<file path="src/design/tbti_pkg.sv">
// ----------------------------------------------------------------------------
// tbti_pkg: timebase and timer interrupt shared definitions
// Widths, register indexes, source codes, flag bits and inter-module types.
// ----------------------------------------------------------------------------
package tbti_pkg;

  localparam int unsigned TickW   = 14;
  localparam int unsigned CountW  = 16;
  localparam int unsigned FlagW   = 12;
  localparam int unsigned CfgIdxW = 3;
  localparam int unsigned CfgDatW = 16;

  typedef enum logic [CfgIdxW-1:0] {
    REG_TB_SEL   = 3'd0,
    REG_A_SOURCE = 3'd1,
    REG_A_ENABLE = 3'd2,
    REG_A_RELOAD = 3'd3,
    REG_B_SOURCE = 3'd4,
    REG_B_ENABLE = 3'd5,
    REG_B_RELOAD = 3'd6
  } tbti_reg_e;

  // fast source codes shared by timers A and B; SRC_A_SLOW is for timer A only
  localparam logic [2:0] SRC_EVERY   = 3'd2;
  localparam logic [2:0] SRC_EVERY4  = 3'd3;
  localparam logic [2:0] SRC_EVERY8  = 3'd4;
  localparam logic [2:0] SRC_A_SLOW  = 3'd5;

  // slow source codes of timer A
  localparam logic [2:0] SLOW_2048   = 3'd0;
  localparam logic [2:0] SLOW_1024   = 3'd1;
  localparam logic [2:0] SLOW_256    = 3'd2;
  localparam logic [2:0] SLOW_TB1    = 3'd3;
  localparam logic [2:0] SLOW_4      = 3'd4;
  localparam logic [2:0] SLOW_2      = 3'd5;

  localparam logic [FlagW-1:0] FLAG_A      = 12'h800;
  localparam logic [FlagW-1:0] FLAG_B      = 12'h400;
  localparam logic [FlagW-1:0] FLAG_4096   = 12'h040;
  localparam logic [FlagW-1:0] FLAG_2048   = 12'h020;
  localparam logic [FlagW-1:0] FLAG_1024   = 12'h010;
  localparam logic [FlagW-1:0] FLAG_4      = 12'h008;
  localparam logic [FlagW-1:0] FLAG_TB2    = 12'h002;
  localparam logic [FlagW-1:0] FLAG_TB1    = 12'h001;

  typedef struct packed {
    logic [3:0] timebase_select;
    logic [5:0] timer_a_source;
    logic       timer_a_enable;
    logic [2:0] timer_b_source;
    logic       timer_b_enable;
  } tbti_ctrl_t;

  typedef struct packed {
    logic [FlagW-1:0] base_flags;
    logic             a_step;
    logic             b_step;
  } tbti_rate_t;

endpackage

</file>
<file path="src/design/tbti_if.sv">
// ----------------------------------------------------------------------------
// tbti_if: channel interfaces
// Input tick channel, result channel and register write channel.
// ----------------------------------------------------------------------------
interface tbti_in_if;
  logic valid;
  logic ready;
  logic clear_ticks;

  modport source (output valid, output clear_ticks, input ready);
  modport sink   (input valid, input clear_ticks, output ready);
endinterface

interface tbti_out_if;
  logic                         valid;
  logic                         ready;
  logic [tbti_pkg::FlagW-1:0]   irq_flags;
  logic [tbti_pkg::CountW-1:0]  timer_a_value;
  logic [tbti_pkg::CountW-1:0]  timer_b_value;

  modport source (output valid, output irq_flags, output timer_a_value,
                  output timer_b_value, input ready);
  modport sink   (input valid, input irq_flags, input timer_a_value,
                  input timer_b_value, output ready);
endinterface

interface tbti_cfg_if;
  logic                          valid;
  logic                          ready;
  logic [tbti_pkg::CfgIdxW-1:0]  index;
  logic [tbti_pkg::CfgDatW-1:0]  data;

  modport source (output valid, output index, output data, input ready);
  modport sink   (input valid, input index, input data, output ready);
endinterface

</file>
<file path="src/design/tbti_rate.sv">
// ----------------------------------------------------------------------------
// tbti_rate: rate decode
// Compare the advanced tick count with the timebase and timer source masks.
// ----------------------------------------------------------------------------
module tbti_rate (
  input  logic [tbti_pkg::TickW-1:0] ticks,
  input  tbti_pkg::tbti_ctrl_t       ctrl,
  output tbti_pkg::tbti_rate_t       rate
);

  logic [12:0]                 tb1_span;
  logic [8:0]                  tb2_span;
  logic [tbti_pkg::TickW-1:0]  tb1_mask;
  logic [tbti_pkg::TickW-1:0]  tb2_mask;
  logic [tbti_pkg::TickW-1:0]  a_mask;
  logic [tbti_pkg::TickW-1:0]  b_mask;
  logic                        a_run;
  logic                        b_run;
  logic [tbti_pkg::FlagW-1:0]  flags;

  assign tb1_span = 13'd4096 >> ctrl.timebase_select[1:0];
  assign tb2_span = 9'd256 >> ctrl.timebase_select[3:2];
  assign tb1_mask = tbti_pkg::TickW'(tb1_span - 13'd1);
  assign tb2_mask = tbti_pkg::TickW'(tb2_span - 9'd1);

  always_comb begin
    a_run  = 1'b1;
    a_mask = '0;
    unique case (ctrl.timer_a_source[2:0])
      tbti_pkg::SRC_EVERY:  a_mask = 14'd0;
      tbti_pkg::SRC_EVERY4: a_mask = 14'd3;
      tbti_pkg::SRC_EVERY8: a_mask = 14'd7;
      tbti_pkg::SRC_A_SLOW: begin
        unique case (ctrl.timer_a_source[5:3])
          tbti_pkg::SLOW_2048: a_mask = 14'd15;
          tbti_pkg::SLOW_1024: a_mask = 14'd31;
          tbti_pkg::SLOW_256:  a_mask = 14'd127;
          tbti_pkg::SLOW_TB1:  a_mask = tb1_mask;
          tbti_pkg::SLOW_4:    a_mask = 14'd8191;
          tbti_pkg::SLOW_2:    a_mask = 14'd16383;
          default:             a_run  = 1'b0;
        endcase
      end
      default: a_run = 1'b0;
    endcase
  end

  always_comb begin
    b_run  = 1'b1;
    b_mask = '0;
    unique case (ctrl.timer_b_source)
      tbti_pkg::SRC_EVERY:  b_mask = 14'd0;
      tbti_pkg::SRC_EVERY4: b_mask = 14'd3;
      tbti_pkg::SRC_EVERY8: b_mask = 14'd7;
      default:              b_run  = 1'b0;
    endcase
  end

  always_comb begin
    flags = '0;
    if ((ticks & 14'd7) == '0)    flags = flags | tbti_pkg::FLAG_4096;
    if ((ticks & 14'd15) == '0)   flags = flags | tbti_pkg::FLAG_2048;
    if ((ticks & 14'd31) == '0)   flags = flags | tbti_pkg::FLAG_1024;
    if ((ticks & 14'd8191) == '0) flags = flags | tbti_pkg::FLAG_4;
    if ((ticks & tb1_mask) == '0) flags = flags | tbti_pkg::FLAG_TB1;
    if ((ticks & tb2_mask) == '0) flags = flags | tbti_pkg::FLAG_TB2;
  end

  assign rate.base_flags = flags;
  assign rate.a_step     = ctrl.timer_a_enable & a_run & ((ticks & a_mask) == '0);
  assign rate.b_step     = ctrl.timer_b_enable & b_run & ((ticks & b_mask) == '0);

endmodule

</file>
<file path="src/design/tbti_timer.sv">
// ----------------------------------------------------------------------------
// tbti_timer: 16-bit up-counter with reload
// Count on step, reload and flag on wrap to zero, load on register write.
// ----------------------------------------------------------------------------
module tbti_timer (
  input  logic                        clk,
  input  logic                        rst,
  input  logic                        load,
  input  logic [tbti_pkg::CountW-1:0] load_value,
  input  logic                        step,
  output logic [tbti_pkg::CountW-1:0] count_next,
  output logic                        wrap
);

  logic [tbti_pkg::CountW-1:0] count;
  logic [tbti_pkg::CountW-1:0] reload;
  logic [tbti_pkg::CountW-1:0] count_inc;

  assign count_inc = count + tbti_pkg::CountW'(1);
  assign wrap      = step & (count_inc == '0);

  always_comb begin
    count_next = count;
    if (step) begin
      count_next = wrap ? reload : count_inc;
    end
  end

  always_ff @(posedge clk) begin
    if (rst) begin
      count  <= '0;
      reload <= '0;
    end else if (load) begin
      count  <= load_value;
      reload <= load_value;
    end else begin
      count  <= count_next;
    end
  end

endmodule

</file>
<file path="src/design/timebase_and_timer_irq.sv">
// ----------------------------------------------------------------------------
// timebase_and_timer_irq: timebase flags and two reloadable timers
//
//   channel  dir  beat payload
//   in_ch    in   clear_ticks
//   out_ch   out  irq_flags, timer_a_value, timer_b_value
//   cfg      in   index, data (register write, always ready)
//
// One item per cycle unless the result stalls; input, then result register.
// The input register feeds one pass of mask compare and 16-bit increment that
// lands in the result register together with the tick and timer state.
// Synchronous reset clears control, valid flags, counts and the tick counter.
// A stalled result holds; the input register still takes a beat while the
// result register is being drained in the same cycle.
// ----------------------------------------------------------------------------
module timebase_and_timer_irq (
  input  logic              clk,
  input  logic              rst,
  tbti_in_if.sink           in_ch,
  tbti_out_if.source        out_ch,
  tbti_cfg_if.sink          cfg
);

  tbti_pkg::tbti_ctrl_t          ctrl;
  tbti_pkg::tbti_rate_t          rate;
  logic [tbti_pkg::TickW-1:0]    base_ticks;
  logic [tbti_pkg::TickW-1:0]    ticks_inc;
  logic                          s1_valid;
  logic                          s1_clear;
  logic                          advance;
  logic                          tick;
  logic                          cfg_we;
  logic                          load_a;
  logic                          load_b;
  logic [tbti_pkg::CountW-1:0]   count_a_next;
  logic [tbti_pkg::CountW-1:0]   count_b_next;
  logic                          wrap_a;
  logic                          wrap_b;
  logic [tbti_pkg::FlagW-1:0]    flags_next;

  assign cfg.ready = 1'b1;
  assign cfg_we    = cfg.valid & cfg.ready;
  assign load_a    = cfg_we & (cfg.index == tbti_pkg::REG_A_RELOAD);
  assign load_b    = cfg_we & (cfg.index == tbti_pkg::REG_B_RELOAD);

  assign advance     = s1_valid & (~out_ch.valid | out_ch.ready);
  assign in_ch.ready = ~s1_valid | advance;
  assign tick        = advance & ~s1_clear;
  assign ticks_inc   = base_ticks + tbti_pkg::TickW'(1);

  tbti_rate u_rate (
    .ticks (ticks_inc),
    .ctrl  (ctrl),
    .rate  (rate)
  );

  tbti_timer u_timer_a (
    .clk        (clk),
    .rst        (rst),
    .load       (load_a),
    .load_value (cfg.data),
    .step       (tick & rate.a_step),
    .count_next (count_a_next),
    .wrap       (wrap_a)
  );

  tbti_timer u_timer_b (
    .clk        (clk),
    .rst        (rst),
    .load       (load_b),
    .load_value (cfg.data),
    .step       (tick & rate.b_step),
    .count_next (count_b_next),
    .wrap       (wrap_b)
  );

  always_comb begin
    flags_next = '0;
    if (!s1_clear) begin
      flags_next = rate.base_flags;
      if (wrap_a) flags_next = flags_next | tbti_pkg::FLAG_A;
      if (wrap_b) flags_next = flags_next | tbti_pkg::FLAG_B;
    end
  end

  // register writes
  always_ff @(posedge clk) begin
    if (rst) begin
      ctrl <= '0;
    end else if (cfg_we) begin
      unique case (cfg.index)
        tbti_pkg::REG_TB_SEL:   ctrl.timebase_select <= cfg.data[3:0];
        tbti_pkg::REG_A_SOURCE: ctrl.timer_a_source  <= cfg.data[5:0];
        tbti_pkg::REG_A_ENABLE: ctrl.timer_a_enable  <= cfg.data[0];
        tbti_pkg::REG_B_SOURCE: ctrl.timer_b_source  <= cfg.data[2:0];
        tbti_pkg::REG_B_ENABLE: ctrl.timer_b_enable  <= cfg.data[0];
        default: ;
      endcase
    end
  end

  // input register
  always_ff @(posedge clk) begin
    if (rst) begin
      s1_valid <= 1'b0;
    end else if (in_ch.ready) begin
      s1_valid <= in_ch.valid;
    end
  end

  always_ff @(posedge clk) begin
    if (in_ch.valid && in_ch.ready) begin
      s1_clear <= in_ch.clear_ticks;
    end
  end

  // tick counter
  always_ff @(posedge clk) begin
    if (rst) begin
      base_ticks <= '0;
    end else if (advance) begin
      base_ticks <= s1_clear ? '0 : ticks_inc;
    end
  end

  // result register
  always_ff @(posedge clk) begin
    if (rst) begin
      out_ch.valid <= 1'b0;
    end else if (advance) begin
      out_ch.valid <= 1'b1;
    end else if (out_ch.ready) begin
      out_ch.valid <= 1'b0;
    end
  end

  always_ff @(posedge clk) begin
    if (advance) begin
      out_ch.irq_flags     <= flags_next;
      out_ch.timer_a_value <= count_a_next;
      out_ch.timer_b_value <= count_b_next;
    end
  end

endmodule
</file>
<file path="src/flat_wrapper.sv">
// flat-port wrapper written by rule: the top's interface ports become plain ports
module timebase_and_timer_irq_flat 
  (clk, rst, in_ch_valid, in_ch_clear_ticks, in_ch_ready, out_ch_valid, out_ch_irq_flags, out_ch_timer_a_value, out_ch_timer_b_value, out_ch_ready, cfg_valid, cfg_index, cfg_data, cfg_ready);
  tbti_in_if in_ch_i ();
  tbti_out_if out_ch_i ();
  tbti_cfg_if cfg_i ();
  input  logic clk;
  input  logic rst;
  input wire logic [$bits(in_ch_i.valid)-1:0] in_ch_valid;
  input wire logic [$bits(in_ch_i.clear_ticks)-1:0] in_ch_clear_ticks;
  output wire logic [$bits(in_ch_i.ready)-1:0] in_ch_ready;
  output wire logic [$bits(out_ch_i.valid)-1:0] out_ch_valid;
  output wire logic [$bits(out_ch_i.irq_flags)-1:0] out_ch_irq_flags;
  output wire logic [$bits(out_ch_i.timer_a_value)-1:0] out_ch_timer_a_value;
  output wire logic [$bits(out_ch_i.timer_b_value)-1:0] out_ch_timer_b_value;
  input wire logic [$bits(out_ch_i.ready)-1:0] out_ch_ready;
  input wire logic [$bits(cfg_i.valid)-1:0] cfg_valid;
  input wire logic [$bits(cfg_i.index)-1:0] cfg_index;
  input wire logic [$bits(cfg_i.data)-1:0] cfg_data;
  output wire logic [$bits(cfg_i.ready)-1:0] cfg_ready;
  assign in_ch_i.valid = in_ch_valid;
  assign in_ch_i.clear_ticks = in_ch_clear_ticks;
  assign in_ch_ready = in_ch_i.ready;
  assign out_ch_valid = out_ch_i.valid;
  assign out_ch_irq_flags = out_ch_i.irq_flags;
  assign out_ch_timer_a_value = out_ch_i.timer_a_value;
  assign out_ch_timer_b_value = out_ch_i.timer_b_value;
  assign out_ch_i.ready = out_ch_ready;
  assign cfg_i.valid = cfg_valid;
  assign cfg_i.index = cfg_index;
  assign cfg_i.data = cfg_data;
  assign cfg_ready = cfg_i.ready;
  timebase_and_timer_irq u_core (.clk(clk), .rst(rst), .in_ch(in_ch_i), .out_ch(out_ch_i), .cfg(cfg_i));
endmodule
</file>
<file path="config.mk">
export PLATFORM = sky130hd
export DESIGN_NAME = timebase_and_timer_irq_flat
export DESIGN_NICKNAME = d
export VERILOG_FILES = /design/src/design/tbti_pkg.sv /design/src/design/tbti_if.sv /design/src/design/tbti_rate.sv /design/src/design/tbti_timer.sv /design/src/design/timebase_and_timer_irq.sv /design/src/flat_wrapper.sv
export SDC_FILE = /design/constraint.sdc
export NUM_CORES = 1
export LEC_CHECK = 0
export BUFFER_PORTS_ARGS = -buffer_cell sky130_fd_sc_hd__buf_2
export CAP_MARGIN = 0
export CELL_PAD_IN_SITES_DETAIL_PLACEMENT = 2
export CELL_PAD_IN_SITES_GLOBAL_PLACEMENT = 2
export CORE_MARGIN = 2
export CORE_UTILIZATION = 30
export CTS_CLUSTER_DIAMETER = 50
export DETAILED_ROUTE_END_ITERATION = 6
export GPL_TIMING_DRIVEN = 0
export PLACE_DENSITY = 0.82
export SLEW_MARGIN = 20
export SYNTH_ARGS = -nofsm -noshare
export SYNTH_HDL_FRONTEND = slang
export SYNTH_SLANG_ARGS = --single-unit
export TNS_END_PERCENT = 1
</file>
<file path="constraint.sdc">
create_clock -name clk -period 2.6 [get_ports clk]
set_input_delay 0.52 -clock clk [delete_from_list [all_inputs] [get_ports clk]]
set_output_delay 0.52 -clock clk [all_outputs]
set_load 0.02 [all_outputs]
</file>
# After elaboration in Yosys (flattened, before gate mapping)
# Cells that the tools add are included.
dict set report totals {
  regBits 140
  out_inout_bits 47
  input_bits 25
  elab_cells 107
}
dict set report op_classes {
  n_shift 2
  eq_ne 18
  addsub 5
  reduce_logical 22
  muxes 23
  bitwise_logic 21
}
# cell count
set op_table {}
lappend op_table {{zero test 14 bit} 8}
lappend op_table {{2-to-1 mux 16 bit} 6}
lappend op_table {{one-hot mux 14 bit (6 select lines)} 1}
lappend op_table {{bitwise AND 14 bit} 4}
lappend op_table {{one-hot mux 14 bit (3 select lines)} 1}
lappend op_table {{adder 16 x 1 -> 16 bit, second input constant} 2}
lappend op_table {{zero test 16 bit} 2}
lappend op_table {{== test 3 x 2 -> 1 bit, second input constant} 8}
lappend op_table {{== test 3 bit, second input constant} 8}
lappend op_table {{adder 14 x 1 -> 14 bit, second input constant} 1}
lappend op_table {{2-to-1 mux 14 bit} 1}
lappend op_table {{subtractor 13 x 1 -> 14 bit, second input constant} 1}
lappend op_table {{>> shifter 13 x 2 -> 13 bit, first input constant} 1}
lappend op_table {{bitwise AND 1 bit} 12}
lappend op_table {{2-to-1 mux 12 bit} 1}
lappend op_table {{2-to-1 mux 11 bit} 1}
lappend op_table {{AND reduction 2 bit} 5}
lappend op_table {{subtractor 9 x 1 -> 10 bit, second input constant} 1}
lappend op_table {{>> shifter 9 x 2 -> 9 bit, first input constant} 1}
lappend op_table {{2-to-1 mux 7 bit} 1}
lappend op_table {{== test 3 x 1 -> 1 bit, second input constant} 2}
lappend op_table {{zero test 3 bit} 2}
lappend op_table {{2-to-1 mux 6 bit} 1}
lappend op_table {{one-hot mux 3 bit (2 select lines)} 1}
lappend op_table {{11 further kinds} 19}

# Longest topological paths before layout
dict set report depth {
  ltp_word 12
  ltp_mapped 12
  ltp_nobuf 10
}

# Hierarchy
# From an unflattened synthesis, not the netlist that was laid out.
dict set report hier_totals {
  hier_cells 771
  hier_area_um2 7267.0
}
# module n_inst area_per_inst_um2 cells_per_inst seq_area_each_um2
set by_module_without_submodules {}
lappend by_module_without_submodules {tbti_timer 2 1933.1 236 640.6}
lappend by_module_without_submodules {timebase_and_timer_irq 1 3025.4 241 1971.9}
lappend by_module_without_submodules {tbti_rate 1 375.4 58 0.0}

# Worst setup path before layout
# Ideal clock, no wire load.
dict set report synth_timing {
  kind {reg-to-reg}
  start {reg u_core.base_ticks[0] (netlist bit)}
  end {reg u_core.out_ch.timer_a_value[13], data pin}
  path_buffers 2
  setup_time_ns 0.259
  setup_slack_ns -0.243
  required_time_ns 2.341
  stages_incl_launch_ff 12
  period_less_slack_ns 2.843
  arrival_time_ns 2.584
  cell_sequence {dfxtp_1 ha_1 buf_2 xor2_1 or4_1 a211oi_1 nor4_1 nor4_4 buf_6 nand3_1 a22oi_1 nor2_1}
}
dict set report synth_via {
  elab_chain_len 8
}
# element line
set synth_lines {}
lappend synth_lines {{from (decl)} timebase_and_timer_irq.sv:26} ;# logic [tbti_pkg::TickW-1:0] base_ticks;
lappend synth_lines {{from (signal assigned)} timebase_and_timer_irq.sv:122} ;# base_ticks <= s1_clear ? '0 : ticks_inc;
lappend synth_lines {{adder 14 x 1 -> 14 bit *} timebase_and_timer_irq.sv:49} ;# assign ticks_inc = base_ticks + tbti_pkg::TickW'(1);
lappend synth_lines {{bitwise AND 14 bit *} tbti_rate.sv:70} ;# assign rate.a_step = ctrl.timer_a_enable & a_run & ((ticks & a_mask) == '0);
lappend synth_lines {{zero test 14 bit *} tbti_rate.sv:70}
lappend synth_lines {{bitwise AND 1 bit *} tbti_rate.sv:70}
lappend synth_lines {{bitwise AND 1 bit *} timebase_and_timer_irq.sv:62} ;# .step (tick & rate.a_step),
lappend synth_lines {{bitwise AND 1 bit} tbti_timer.sv:20} ;# assign wrap = step & (count_inc == '0);
lappend synth_lines {{2-to-1 mux 16 bit} tbti_timer.sv:25} ;# count_next = wrap ? reload : count_inc;
lappend synth_lines {{2-to-1 mux 16 bit *} tbti_timer.sv:24} ;# if (step) begin
lappend synth_lines {{net u_core.count_a_next, one bit} timebase_and_timer_irq.sv:35} ;# logic [tbti_pkg::CountW-1:0] count_a_next;
lappend synth_lines {{to (signal assigned)} timebase_and_timer_irq.sv:140} ;# out_ch.timer_a_value <= count_a_next;
lappend synth_lines {{to (decl)} tbti_if.sv:21} ;# modport source (output valid, output irq_flags, output timer_a_value,
# Mark *: on every way through the listed nets, which the timed path passes. The rest lies on a longest branch.
# A chain may end at the register's enable or synchronous reset.

# Worst setup path in the final report
dict set report layout_timing {
  start {reg u_core.base_ticks[1] (netlist bit)}
  end {reg u_core.out_ch.timer_a_value[6], data pin}
}
# Same word-level chain as after synthesis.

==> qor.json <==
{
  "routed_wirelength": {"value": 28600, "unit": "um"},
  "hold_end": {"value": "u_core.s1_clear"},
  "most_frequent_standard_cell_in_the_layout_excluding_fill_and_tap_cells": {"value": "sky130_fd_sc_hd__nand2_1"},
  "min_path_type": {"value": "input port to flop"},
  "hold_violations": {"value": 0},
  "route.antenna.remaining_nets": {"value": 0},
  "ys_ff_latch": {"value": 136},
  "clkSinkCount": {"value": 136},
  "chipWidth": {"value": 160, "unit": "um"},
  "slowest_stage_delay_cp": {"value": 0.58, "unit": "ns"},
  "synth_ff_type": {"value": "sky130_fd_sc_hd__dfxtp_1"},
  "globalplace.congestion": {"value": 0.841},
  "layout.cells.most_common_list": {"value": "sky130_fd_sc_hd__nand2_1 (110), sky130_fd_sc_hd__nor2_1 (88), sky130_fd_sc_hd__dfxtp_1 (83)"},
  "fp-row-count": {"value": 57},
  "cts_hold_repair.buffers": {"value": 0},
  "total_via_count_after_detailed_routing": {"value": 7153},
  "clk_pin_slew_worst_paths": {"value": 0.06, "unit": "ns"},
  "number_of_enable_type_register_cells_in_the_synthesized_netlist": {"value": 41},
  "synthDistinctLibCells": {"value": 71},
  "initialDrtViolationCount": {"value": 362},
  "relSlewSlack": {"value": 0.427},
  "synth_area_per_cell": {"value": 8.48, "unit": "sq um"},
  "violations": {"value": "negative setup slack"},
  "chipHeight": {"value": 160, "unit": "um"},
  "first_pass_grt_wire_length": {"value": 43100, "unit": "um"},
  "cts_root_buffer": {"value": "sky130_fd_sc_hd__clkbuf_16"},
  "clk_latency": {"value": 0.43, "unit": "ns"},
  "unrepaired_setup_endpoints_after_global_routing": {"value": "yes"},
  "first_pass_iters": {"value": 4},
  "grt_pass1_vias": {"value": 7653},
  "mappedNetlistArea": {"value": 7280, "unit": "sq um"},
  "place.detailed.hpwl": {"value": 19100, "unit": "um"},
  "drive_gt1_frac": {"value": 0.249},
  "slowest_stage": {"value": "sky130_fd_sc_hd__or4b_4"},
  "worstSetupPathType": {"value": "flop to flop"},
  "max_cap_viol_count": {"value": 0},
  "grt_start_max_net_pins": {"value": 28},
  "floorplan.initialDensity": {"value": 0.303},
  "fmax": {"value": 345, "unit": "MHz"},
  "cp-start-kind": {"value": "flop"},
  "clock-skew-final": {"value": 0.0109, "unit": "ns"},
  "count_of_synthesis_stage_warnings_from_yosys": {"value": 0},
  "placement.io_buffers": {"value": 65},
  "final_design_area_no_fill": {"value": 9340, "unit": "sq um"},
  "finalSetupViolCount": {"value": 54},
  "io_pins": {"value": 72},
  "die_area": {"value": 25500, "unit": "sq um"},
  "cellPowerDensity": {"value": 536, "unit": "nW/um^2"},
  "r2r_start": {"value": "u_core.base_ticks[1]"},
  "n_fill_cell": {"value": 2687},
  "core_region_area": {"value": 24000, "unit": "sq um"},
  "synth_seq_area_share": {"value": 0.430},
  "drc_violations_left": {"value": 0},
  "timing.critical_path.fanout_max": {"value": 10},
  "synth-async-reset-ratio": {"value": 0},
  "postPlaceCellArea": {"value": 8160, "unit": "sq um"},
  "synth_cells": {"value": 858},
  "global_route.overflow_total": {"value": 0},
  "worstRegToRegCells": {"value": 11},
  "timing.final.crit_share": {"value": 1.11},
  "peakVddDrop": {"value": 325, "unit": "uV"},
  "max_slew_vio_count": {"value": 0},
  "via_per_inst": {"value": 5.47},
  "cts-root-to-sink-buffers": {"value": 2},
  "run_status": {"value": "finished, violations left"},
  "worstMarginPinSlew": {"value": 0.859, "unit": "ns"},
  "r2r-end": {"value": "u_core.out_ch.timer_a_value[6]"},
  "power.static_leakage": {"value": 0.00352, "unit": "uW"},
  "areaGrowthSynthToFinish": {"value": 28.3, "unit": "%"},
  "number_of_antenna_violations_at_the_first_check_in_global_routing": {"value": 2},
  "finalCriticalPeriod": {"value": 2.90, "unit": "ns"},
  "r2r_setup_slack": {"value": -0.30, "unit": "ns"},
  "global_route.usage.total": {"value": 0.215},
  "hold_path_startpoint": {"value": "in_ch_clear_ticks"},
  "htree_levels": {"value": 4},
  "timing.critical_path.required": {"value": 2.77, "unit": "ns"},
  "cts_inserted_buffers": {"value": 17},
  "drt-wirelength-per-cell": {"value": 21.9, "unit": "um"},
  "hold_depth": {"value": 1},
  "worstPathCellList": {"value": "buf_4, nand3_4, o31ai_4, a221oi_2, or4b_4, nor4_4, buf_6, buf_12, nand3_2, a22oi_2, nor2_1"},
  "worstSetupEndpointType": {"value": "flop"},
  "final_util": {"value": 0.389},
  "worst-endpoint-arrival": {"value": 3.06, "unit": "ns"},
  "tritoncts": {"value": "done"},
  "design.final.nets": {"value": 1001},
  "report.power.total": {"value": 5010, "unit": "uW"},
  "postLayoutSetupSlackWorst": {"value": -0.297, "unit": "ns"},
  "hold_ws": {"value": 0.264, "unit": "ns"}
}
-- logic make-up after synthesis --
group	Yosys count	share of synthesized area
multiplexers	27	0.0378
AND/OR/NAND/NOR	359	0.244
XOR/XNOR	14	0.0168
buffers and inverters	86	0.0517
AO/OA/AOI/OAI	226	0.204
other	2	0.00103
flip-flops	136	0.430
adder cells (fa/ha/maj)	8	0.0138
-- sequential cells by signal, indices dropped and copies added (netlist names) --
| register | count |
|---|---|
| u_core.u_timer_b.count | 16 |
| u_core.out_ch.timer_b_value | 16 |
| u_core.s1_clear | 1 |
| u_core.out_ch.timer_a_value | 16 |
| u_core.u_timer_a.reload | 16 |
| u_core.base_ticks | 14 |
| u_core.u_timer_b.reload | 16 |
| u_core.out_ch.irq_flags | 8 |
| u_core.s1_valid | 1 |
| u_core.u_timer_a.count | 16 |
| u_core.out_ch.valid | 1 |
| u_core.ctrl | 15 |
-- power breakdown --
group / internal, uW / total [uW] / switching [uW]
Sequential: 2240 / 2280 / 42.2
Combinational: 106 / 347 / 240
Clock: 1400 / 2390 / 986
-- synth_stat cells (8+ instances only) --
cell type,n,area share
sky130_fd_sc_hd__a22oi_1,12,0.012
sky130_fd_sc_hd__buf_2,10,0.0069
sky130_fd_sc_hd__nor4_1,9,0.0077
sky130_fd_sc_hd__o21bai_1,10,0.010
sky130_fd_sc_hd__nor3_1,17,0.012
sky130_fd_sc_hd__and2_1,14,0.012
sky130_fd_sc_hd__nand2b_1,9,0.0077
sky130_fd_sc_hd__dfxtp_1,95,0.26
sky130_fd_sc_hd__edfxtp_1,41,0.17
sky130_fd_sc_hd__xnor2_1,11,0.013
sky130_fd_sc_hd__mux2i_1,23,0.032
sky130_fd_sc_hd__and3_1,16,0.014
sky130_fd_sc_hd__a21oi_1,81,0.056
sky130_fd_sc_hd__a211oi_1,9,0.0093
sky130_fd_sc_hd__o22a_1,10,0.012
sky130_fd_sc_hd__o21a_1,15,0.015
sky130_fd_sc_hd__clkbuf_1,35,0.018
sky130_fd_sc_hd__o2bb2ai_1,9,0.011
sky130_fd_sc_hd__nand2_1,112,0.058
sky130_fd_sc_hd__inv_1,29,0.015
sky130_fd_sc_hd__nor2_1,92,0.047
sky130_fd_sc_hd__nand3_1,26,0.018
sky130_fd_sc_hd__o21ai_0,31,0.021
sky130_fd_sc_hd__nor2b_1,11,0.0095
sky130_fd_sc_hd__ha_1,8,0.014
sky130_fd_sc_hd__nand4_1,14,0.012
-- critical path, delay by kind of cell (launching register included) --
kind | cells | cell delay (ns)
AND/OR/NAND/NOR | 5 | 1.18
AO/OA/AOI/OAI | 3 | 0.57
buffers and inverters | 3 | 0.46
flip-flops | 1 | 0.40
-- layer usage --
| layer | track usage | vias up | wire, um |
|---|---|---|---|
| li1 | - | 3301 | - |
| met1 | 0.258 | 3653 | 11900 |
| met4 | 0.0733 | 0 | 858 |
| met2 | 0.385 | 147 | 14800 |
| met5 | 0 | - | 0 |
| met3 | 0.0431 | 52 | 975 |
-- how the worst max path moves through the flow --
stage	from	to	slack, ns	cells past startpoint
floorplan	u_core.base_ticks[0]	u_core.out_ch.timer_a_value[13]	-0.05	11
global placement	out_ch_ready	u_core.out_ch.timer_b_value[6]	-0.76	9
detailed placement	u_core.u_timer_b.count[7]	u_core.u_timer_b.count[0]	-0.89	10
CTS	u_core.base_ticks[2]	u_core.out_ch.timer_a_value[11]	-0.25	11
global route	u_core.base_ticks[0]	u_core.u_timer_a.count[5]	-0.43	11
finish	u_core.base_ticks[1]	u_core.out_ch.timer_a_value[6]	-0.30	11
-- per-stage QoR --
stage,std cells,setup slack [ns],setup TNS (ns)
3_5_place_dp,1251,-0.887,-42.79
3_3_place_gp,1250,-0.758,-41.70
2_1_floorplan,861,-0.0542,-0.254
4_1_cts,1291,-0.253,-5.26
6_report,1307,-0.297,-7.61
5_1_grt,1305,-0.426,-15.37
-- final cells by class --
| cell class | count | area (sq um) | share of cell area |
|---|---|---|---|
| clock inverters | 14 | 135 | 0.0145 |
| multi-input cells | 640 | 4220 | 0.452 |
| well taps | 324 | 405 | 0.0434 |
| flip-flops and latches | 136 | 3160 | 0.338 |
| diodes | 2 | 5.00 | 0.000536 |
| plain buffers | 54 | 350 | 0.0375 |
| repair buffers | 90 | 529 | 0.0567 |
| clock buffers | 18 | 429 | 0.0459 |
| inverters | 29 | 109 | 0.0117 |
-- repair_timing --
| item | in CTS | in global routing |
|---|---|---|
| endpoints found under the setup margin | 66 | 66 |
| gates cloned | 1 | 0 |
| pin swaps | 18 | 10 |
| endpoints found under the hold margin | 0 | 0 |
| gates resized for setup | 67 | 43 |
| setup buffers | 7 | 17 |
Note: power is estimated with default switching activity, not from simulation.
